File: src/rtl/ecx_pkg.sv
// Package for the encoder count extender: transaction payload types and
// status and control bit positions. No dependencies.
package ecx_pkg;

	localparam int unsigned ST_INPUT_BIT     = 5;
	localparam int unsigned ST_OVERFLOW_BIT  = 4;
	localparam int unsigned ST_UNDERFLOW_BIT = 3;
	localparam int unsigned ST_SET_ACK_BIT   = 2;
	localparam int unsigned ST_EXT_VALID_BIT = 1;
	localparam int unsigned ST_IDX_VALID_BIT = 0;

	localparam int unsigned CW_EXT_FALL_BIT = 3;
	localparam int unsigned CW_PRESET_BIT   = 2;
	localparam int unsigned CW_EXT_RISE_BIT = 1;
	localparam int unsigned CW_INDEX_BIT    = 0;

	typedef struct packed {
		logic               operational;
		logic [7:0]         status_byte;
		logic signed [15:0] counter_value;
		logic signed [15:0] latch_value;
		logic               reset_request;
		logic               arm_index;
		logic               arm_ext_rising;
		logic               arm_ext_falling;
		logic               set_count_request;
		logic signed [15:0] preset_value;
	} sample_t;

	typedef struct packed {
		logic signed [31:0] total_count;
		logic signed [15:0] shown_raw_count;
		logic signed [15:0] shown_latch;
		logic [3:0]         control_word;
		logic signed [15:0] preset_out;
		logic               ext_input;
		logic               overflow_flag;
		logic               underflow_flag;
		logic               index_latch_valid;
		logic               ext_latch_valid;
	} result_t;

endpackage

File: src/rtl/ecx_core.sv
// Count extension state and next-state logic for one transaction.
// Depends on ecx_pkg.
module ecx_core import ecx_pkg::*; (
	input  logic    clk,
	input  logic    arst_n,
	input  logic    advance,
	input  sample_t sample,
	output result_t result
);

	logic [15:0] previous_raw_q;
	logic [31:0] extended_total_q;
	logic [15:0] held_raw_q;
	logic [15:0] held_latch_q;
	logic        index_armed_q;
	logic        ext_rising_armed_q;
	logic        ext_falling_armed_q;
	logic        preset_pending_q;
	logic        needs_init_q;
	logic        was_operational_q;

	logic [15:0] previous_raw_d;
	logic [31:0] extended_total_d;
	logic [15:0] held_raw_d;
	logic [15:0] held_latch_d;
	logic        index_armed_d;
	logic        ext_rising_armed_d;
	logic        ext_falling_armed_d;
	logic        preset_pending_d;
	logic        needs_init_d;
	logic        was_operational_d;

	logic        set_ack;
	logic        ext_valid;
	logic        idx_valid;
	logic        any_latch;
	logic        restart;
	logic [15:0] base_raw;
	logic [31:0] base_total;
	logic [15:0] step;
	logic [7:0]  shown_status;

	assign set_ack   = sample.status_byte[ST_SET_ACK_BIT];
	assign ext_valid = sample.status_byte[ST_EXT_VALID_BIT];
	assign idx_valid = sample.status_byte[ST_IDX_VALID_BIT];
	assign any_latch = ext_valid | idx_valid;
	assign restart   = needs_init_q | sample.reset_request;

	always_comb begin
		index_armed_d       = index_armed_q | sample.arm_index;
		ext_rising_armed_d  = ext_rising_armed_q | sample.arm_ext_rising;
		ext_falling_armed_d = ext_falling_armed_q | sample.arm_ext_falling;
		preset_pending_d    = preset_pending_q | sample.set_count_request;
		previous_raw_d      = previous_raw_q;
		extended_total_d    = extended_total_q;
		held_raw_d          = held_raw_q;
		held_latch_d        = held_latch_q;
		needs_init_d        = needs_init_q;
		was_operational_d   = 1'b0;
		shown_status        = 8'd0;
		base_raw            = previous_raw_q;
		base_total          = extended_total_q;
		step                = 16'd0;
		if (sample.operational) begin
			shown_status = sample.status_byte;
			if (set_ack) begin
				preset_pending_d = 1'b0;
			end
			if (!preset_pending_d) begin
				held_raw_d = sample.counter_value;
			end
			if (any_latch) begin
				base_raw = sample.latch_value;
			end else if (restart || set_ack || !was_operational_q) begin
				base_raw = sample.counter_value;
			end
			if (any_latch || restart) begin
				base_total = 32'd0;
			end
			if (any_latch) begin
				held_latch_d = sample.latch_value;
			end
			if (ext_valid) begin
				ext_rising_armed_d  = 1'b0;
				ext_falling_armed_d = 1'b0;
			end
			if (idx_valid) begin
				index_armed_d = 1'b0;
			end
			step              = sample.counter_value - base_raw;
			extended_total_d  = base_total + {{16{step[15]}}, step};
			previous_raw_d    = sample.counter_value;
			needs_init_d      = 1'b0;
			was_operational_d = 1'b1;
		end
	end

	always_ff @(posedge clk or negedge arst_n) begin
		if (!arst_n) begin
			previous_raw_q      <= '0;
			extended_total_q    <= '0;
			held_raw_q          <= '0;
			held_latch_q        <= '0;
			index_armed_q       <= 1'b0;
			ext_rising_armed_q  <= 1'b0;
			ext_falling_armed_q <= 1'b0;
			preset_pending_q    <= 1'b0;
			needs_init_q        <= 1'b1;
			was_operational_q   <= 1'b0;
		end else if (advance) begin
			previous_raw_q      <= previous_raw_d;
			extended_total_q    <= extended_total_d;
			held_raw_q          <= held_raw_d;
			held_latch_q        <= held_latch_d;
			index_armed_q       <= index_armed_d;
			ext_rising_armed_q  <= ext_rising_armed_d;
			ext_falling_armed_q <= ext_falling_armed_d;
			preset_pending_q    <= preset_pending_d;
			needs_init_q        <= needs_init_d;
			was_operational_q   <= was_operational_d;
		end
	end

	always_comb begin
		result.total_count     = extended_total_d;
		result.shown_raw_count = held_raw_d;
		result.shown_latch     = held_latch_d;
		result.control_word    = '0;
		result.control_word[CW_EXT_FALL_BIT] = ext_falling_armed_d;
		result.control_word[CW_PRESET_BIT]   = preset_pending_d;
		result.control_word[CW_EXT_RISE_BIT] = ext_rising_armed_d;
		result.control_word[CW_INDEX_BIT]    = index_armed_d;
		result.preset_out        = sample.preset_value;
		result.ext_input         = shown_status[ST_INPUT_BIT];
		result.overflow_flag     = shown_status[ST_OVERFLOW_BIT];
		result.underflow_flag    = shown_status[ST_UNDERFLOW_BIT];
		result.index_latch_valid = shown_status[ST_IDX_VALID_BIT];
		result.ext_latch_valid   = shown_status[ST_EXT_VALID_BIT];
	end

endmodule

File: src/rtl/encoder_count_extender_with_latch_top.sv
// Top level of the encoder count extender: input register, result register
// and handshake. Depends on ecx_pkg and ecx_core.
//
//  channel  | valid         | ready         | payload
//  ---------+---------------+---------------+----------------
//  sample   | sample_valid  | sample_ready  | sample (sample_t)
//  result   | result_valid  | result_ready  | result (result_t)
//
// One transaction per clock sustained while result_ready is high; a result
// passes through the input register, then the result register, after its sample is accepted.
// The count update is one 16-bit subtract and one 32-bit add between them.
// arst_n clears both valid bits and sets the count state to its initial value.
// A stalled result holds; the input register still takes one more sample if it is empty.
module encoder_count_extender_with_latch_top import ecx_pkg::*; (
	input  logic    clk,
	input  logic    arst_n,
	input  logic    sample_valid,
	output logic    sample_ready,
	input  sample_t sample,
	output logic    result_valid,
	input  logic    result_ready,
	output result_t result
);

	sample_t sample_s1;
	logic    valid_s1;
	result_t result_s2;
	logic    valid_s2;
	result_t result_next;
	logic    advance;

	assign advance      = valid_s1 & (~valid_s2 | result_ready);
	assign sample_ready = ~valid_s1 | advance;

	always_ff @(posedge clk or negedge arst_n) begin
		if (!arst_n) begin
			valid_s1 <= 1'b0;
			valid_s2 <= 1'b0;
		end else begin
			if (sample_ready) begin
				valid_s1 <= sample_valid;
			end
			if (~valid_s2 | result_ready) begin
				valid_s2 <= valid_s1;
			end
		end
	end

	always_ff @(posedge clk) begin
		if (sample_ready && sample_valid) begin
			sample_s1 <= sample;
		end
		if (advance) begin
			result_s2 <= result_next;
		end
	end

	ecx_core u_core (
		.clk    (clk),
		.arst_n (arst_n),
		.advance(advance),
		.sample (sample_s1),
		.result (result_next)
	);

	assign result_valid = valid_s2;
	assign result       = result_s2;

endmodule

File: config.mk
export PLATFORM = sky130hd
export DESIGN_NAME = encoder_count_extender_with_latch_top
export DESIGN_NICKNAME = d
export VERILOG_FILES = /design/src/rtl/ecx_pkg.sv /design/src/rtl/ecx_core.sv /design/src/rtl/encoder_count_extender_with_latch_top.sv
export SDC_FILE = /design/constraint.sdc
export NUM_CORES = 1
export LEC_CHECK = 0
export BUFFER_PORTS_ARGS = -buffer_cell sky130_fd_sc_hd__buf_2
export CELL_PAD_IN_SITES_DETAIL_PLACEMENT = 0
export CELL_PAD_IN_SITES_GLOBAL_PLACEMENT = 1
export CORE_MARGIN = 1
export CORE_UTILIZATION = 46
export DETAILED_ROUTE_END_ITERATION = 16
export PLACE_DENSITY_LB_ADDON = 0.05
export SYNTH_ARGS = -nofsm -noshare
export SYNTH_HDL_FRONTEND = slang
export SYNTH_SLANG_ARGS = --single-unit
File: constraint.sdc
create_clock -name clk -period 8.2 [get_ports clk]
set_input_delay 1.23 -clock clk [delete_from_list [all_inputs] [get_ports clk]]
set_output_delay 1.23 -clock clk [all_outputs]
set_load 0.005 [all_outputs]
==> results.cfg, run 1 <==
[global_routing]
grt_pass1_vias = 7749
antenna_found_initial = 0
grt-ovfl-total = 0
grt_max_degree = 69
grt_pass1_wl_um = 40800
grtUsageTotal_pct = 19.7

[timing]
fmax_mhz = 147
period_share_pct = 82.9
skew_ns = 0.0152
slew_viol_final = 0
period_minus_slack_ns = 6.80
setup_viol = 0
rsz0062_at_grt = no
tns_ns = 0
tightest_slew_ns = 0.839
slew_headroom_pct = 43.9
hold_viol = 0

[cells_and_area]
nets = 1306
syn2layout_area_growth_pct = 16.5
diodes = 0
drive_gt1_share_pct = 22.9

[synth]
synthDistinctLibCells = 72
syn_nets = 1159
netlist_instances = 1051
syn_area_sq_mm = 0.0117
syn_area_per_cell_sq_um = 11.1
synth_common_cells = nand2_1, edfxtp_1, dfrtp_1, a21oi_1, nor2_1
async_flop_share_pct = 37.1
synth_edf_count = 149
synth_seq_cells = 237
synth_most_common_cell = nand2_1
yosys_warnings = 0
synth_top_area_share_pct = 38.3
yosysSeqAreaShare_pct = 57.2
synth_area_leaders = edfxtp_1, dfrtp_1, nand2_1
synth_flop_cell = edfxtp_1
yosysTopAreaCell = edfxtp_1

[clock_network]
cts_max_level = 1
numCtsBuffers = 26
insertion_delay_ns = 0.54
numClockSinks = 237
cts_resized = 0
cts_hold_buf = 0
cts_root_buf = clkbuf_16
cts_setup_buffers = 0
cts_tree = yes
clockBufferDepth = 3
path_clk_slew_ns = 0.06

[hold_path]
hold_class = reg2reg
hold_path_depth = 0

[route]
drtAntennaViolNets = 0
vias_per_cell = 5.24
drt_iter0_drc = 447
wire_per_inst_um = 16.3
drcViolationCount = 0
wl_um = 25200
vias = 8085
drtPass1Iterations = 7

[critical_path]
path_class = reg2reg
slowest_delay_ns = 0.48
crit_slowest_cell = maj3_1
crit_fanout = 18
r2r_cells = 27
required_ns = 8.57
cp-end-kind = register
start_kind = register
critical_path_arrival_ns = 7.17

[pwr]
finalPower_mw = 3.69
power_density_mw_per_mm2 = 272
power.leakage_nw = 5.88
peakVddDrop_mv = 0.195

[run_status]
outcome = complete, no violations

[floorplan]
core_area_sq_mm = 0.0246
dieWidth_um = 161
initial_utilization_pct = 47.4
rows = 57
die_area_sq_mm = 0.0260
io_pins = 157
die_h_um = 161

[placed_design]
gp_congestion = 0.839
io_buffer_count = 154
hpwl_um = 16400

[job]
max-cap-violations = 0
[worst max-delay path: cells and delay by family, from the launching register on]
kind	cells	cell delay [ns]
mux	1	0.22
buf+inv	1	0.33
xor+xnor	1	0.09
flops	1	0.44
fa+ha+maj	3	1.17
compound gates	16	3.51
simple gates	5	0.83
[sequential cells by signal (all words and copies together) (netlist names)]
signal                      count
result                         89
sample_s1                      60
u_core.extended_total_q        32
u_core.held_latch_q            16
u_core.held_raw_q              16
u_core.previous_raw_q          16
result_valid                    1
u_core.ext_falling_armed_q      1
u_core.ext_rising_armed_q       1
u_core.index_armed_q            1
u_core.needs_init_q             1
u_core.preset_pending_q         1
u_core.was_operational_q        1
valid_s1                        1
[layout by cell type, fill, tap and decap left out, types with 3 or more instances in the layout]
cell,netlist,final
a21boi_0,3,3
xnor2_1,23,23
dfrtp_1,87,87
o21bai_1,3,3
o21ai_2,3,3
nor4_1,7,6
nand4_1,4,4
mux2i_1,16,16
edfxtp_1,149,149
o221ai_1,3,3
o2111a_1,3,3
and3_1,10,9
buf_4,1,11
nand2_1,230,230
xor2_1,8,8
and2_1,34,33
a21o_1,7,7
buf_2,3,153
clkbuf_1,32,9
ha_1,40,40
a31oi_1,6,6
inv_1,23,22
a211oi_1,10,10
nand2b_1,6,6
nor2_1,60,60
nor3_1,12,12
o21ai_0,37,37
clkbuf_16,0,26
nand3b_1,3,3
a21oi_1,72,72
nor2b_1,10,10
clkinv_2,0,5
clkbuf_8,0,5
and4_1,3,3
o21ai_1,3,3
o21a_1,7,7
o211ai_1,6,6
nand3_1,13,13
mux2_2,57,57
[cell families after synthesis]
logic type      synth area share [%]
buf+inv                         2.28
flops                           57.2
mux                             6.87
compound gates                  10.7
xor+xnor                        2.67
fa+ha+maj                       4.90
simple gates                    15.4
[metrics by stage]
stage / instances / instance area (sq um) / hold WS [ns] / worst slack, ns / utilization, %
after floorplan: 1051 / 11700 / 0.400 / 1.94 / -
after global placement: 1494 / 12800 / 0.400 / 1.51 / 51.9
after detailed placement: 1494 / 12800 / 0.406 / 1.40 / 51.9
after CTS: 1542 / 13600 / 0.419 / 1.38 / 55.3
after global routing: 1542 / 13600 / 0.421 / 0.619 / 55.3
final: 1542 / 13600 / 0.418 / 1.40 / 55.3
[final timing paths]
path | startpoint | endpoint | slack, ns
max reg2reg | sample_s1[20] | result[84] | 1.40
min in group asynchronous | arst_n | u_core.held_latch_q[13] | 0.67
min reg2reg | sample_s1[0] | result[5] | 0.42
max in group asynchronous | arst_n | u_core.held_latch_q[10] | 6.38
min | sample_s1[0] | result[5] | 0.42
max | sample_s1[20] | result[84] | 1.40
[per-layer routing]
| metal | GRT usage, % | vias to the layer above | share of wire (%) |
|---|---|---|---|
| li1 | - | 4050 | - |
| met3 | 3.52 | 31 | 5.4 |
| met4 | 4.50 | 0 | 2.2 |
| met5 | 0 | - | 0 |
| met1 | 28.5 | 3804 | 48 |
| met2 | 31.0 | 200 | 45 |
[layout make-up]
cell class,instances,area [sq um]
fillers,2188,11000
flip-flops and latches,237,6680
multi-input cells,745,4750
repair buffers,164,848
clock buffers,40,753
well taps,324,405
inverters,24,92.6
clock inverters,8,78.8
[power by group]
group | internal [mW] | total (mW) | leakage, nW | switching [mW]
registers | 1.54 | 1.67 | 2.53 | 0.124
logic | 0.384 | 0.894 | 2.95 | 0.511
clock network | 0.663 | 1.13 | 0.408 | 0.470
total | 2.59 | 3.69 | 5.88 | 1.10
No activity file was read; power rests on OpenSTA's default activity.
==> inputs of run 2 (changes only) <==
Settings changed: ABC_AREA set to 1, CORE_UTILIZATION 46 to 40.
Clock period 8.2 ns to 6.2 ns, I/O delays scaled along.
==> run 2 against run 1 <==
Against the previous run:
- hold slack lost 0.076 ns
- clock-buffer cell count grew 3
- maximum frequency grew 26%
- synthesized cell count grew 17%
- core utilization shrank 7.2 points
- sequential power grew 38%
- highest routed layer unchanged
==> results.cfg, run 2 <==
[synth]
yosysTopAreaCell = edfxtp_1
yosys_warnings = 0
synth_top_area_share_pct = 38.1
synth_flop_cell = edfxtp_1
netlist_instances = 1225
synth_area_leaders = edfxtp_1, dfrtp_1, nand2_1
async_flop_share_pct = 37.1
synth_seq_cells = 237
synth_edf_count = 149
synth_common_cells = nand2_1, edfxtp_1, inv_1, o21ai_0, dfrtp_1
syn_nets = 1333
syn_area_sq_mm = 0.0118
syn_area_per_cell_sq_um = 9.59
synthDistinctLibCells = 48
synth_most_common_cell = nand2_1
yosysSeqAreaShare_pct = 56.8

[timing]
rsz0062_at_grt = no
tns_ns = 0
skew_ns = 0.0103
slew_headroom_pct = 38.7
slew_viol_final = 0
setup_viol = 0
fin_ws_ns = 0.820
period_share_pct = 86.8
tightest_slew_ns = 0.918
fmax_mhz = 186
period_minus_slack_ns = 5.38
hold_viol = 0

[global_routing]
grt-ovfl-total = 0
grt_max_degree = 94
grt_pass1_wl_um = 44800
grtUsageTotal_pct = 18.9
antenna_found_initial = 0
grt_pass1_vias = 8218

[critical_path]
crit_fanout = 19
path_class = reg2reg
cp_common_cell = nand2_1
start_kind = register
required_ns = 6.46
cp-end-kind = register
critical_path_arrival_ns = 5.64
crit_slowest_cell = fa_1
slowest_delay_ns = 0.41

[cells_and_area]
syn2layout_area_growth_pct = 17.8
largest_reg_flops = 89
final_cell_mix = nand2_1, buf_2, edfxtp_1
final_common_cell = nand2_1
drive_gt1_share_pct = 18.7
diodes = 0
final_cells = 1788
nets = 1490
stdcell_area_sq_mm = 0.0138
fin_util_pct = 48.1

[placed_design]
dp_cells = 1736
io_buffer_count = 154
hpwl_um = 19800
gp_congestion = 0.855
pre_cts_ws_ns = 0.816
placed_area_sq_mm = 0.0130

[floorplan]
initial_utilization_pct = 40.8
core_area_sq_mm = 0.0288
dieWidth_um = 173
io_pins = 157
die_area_sq_mm = 0.0301
rows = 62
die_h_um = 173

[route]
drtPass1Iterations = 5
wl_um = 28000
wire_per_inst_um = 15.7
vias_per_cell = 4.79
drt_iter0_drc = 533
drcViolationCount = 0
vias = 8560
drtAntennaViolNets = 0

[pwr]
peakVddDrop_mv = 0.263
power_density_mw_per_mm2 = 390
power.leakage_nw = 6.41

[clock_network]
numCtsBuffers = 28
path_clk_slew_ns = 0.06
insertion_delay_ns = 0.54
cts_setup_buffers = 0
cts_tree = yes
cts_max_level = 1
cts_hold_buf = 0
clockBufferDepth = 3
numClockSinks = 237
cts_resized = 0
cts_root_buf = clkbuf_16

[job]
max-cap-violations = 0

[hold_path]
hold_class = in2async

[run_status]
outcome = complete, no violations
-- run 2: worst paths after layout --
kind                       cells after the start  slack (ns)                      end          start
setup / recovery                              29        0.82               result[81]  sample_s1[20]
hold / removal                                 1        0.34   u_core.held_latch_q[5]         arst_n
setup reg to reg                              29        0.82               result[81]  sample_s1[20]
hold reg to reg                                0        0.42                result[6]   sample_s1[1]
max in group asynchronous                      2        4.67  u_core.held_latch_q[15]         arst_n
min in group clk                               0        0.42                result[6]   sample_s1[1]
-- run 2: report_power, final --
group	switching [mW]	total [mW]	internal, mW
registers	0.169	2.31	2.14
clock network	0.617	1.58	0.961
logic	0.977	1.51	0.535
-- run 2: critical path: cells and delay by family (launching register included) --
kind                     cells  cell delay, ns
flip-flops                   1            0.36
AO/OA/AOI/OAI                9            1.66
buffers and inverters        1            0.07
XOR/XNOR                     1            0.14
adder cells (fa/ha/maj)      3            0.98
AND/OR/NAND/NOR             15            1.89
-- run 2: final cells by class --
type	count	area, sq um
clock buffer	43	798
fill	2771	14900
timing repair buffer	167	871
inverter	146	556
tap	384	480
multi-input combinational	802	4370
sequential	237	6680
clock inverter	9	91.3
-- run 2: logic make-up after synthesis --
| family | share of synthesized area, % |
|---|---|
| buffers and inverters | 5.99 |
| AO/OA/AOI/OAI | 11.0 |
| XOR/XNOR | 2.46 |
| AND/OR/NAND/NOR | 19.1 |
| flip-flops | 56.8 |
| adder cells (fa/ha/maj) | 4.60 |
-- run 2: metrics by stage --
stage / total power, mW / hold slack, ns
finish: 5.40 / 0.343
global route: 5.79 / 0.360
CTS: 5.47 / 0.340
detailed placement: 3.87 / 0.405
global placement: 3.84 / 0.401
floorplan: 3.38 / 0.400
-- run 2: metal layers --
metal,GRT usage (%),vias up,wire length [um]
met5,0,-,0
met4,5.35,0,650
met3,3.49,38,1510
met2,28.3,197,11900
met1,27.9,3933,13900
li1,-,4392,-
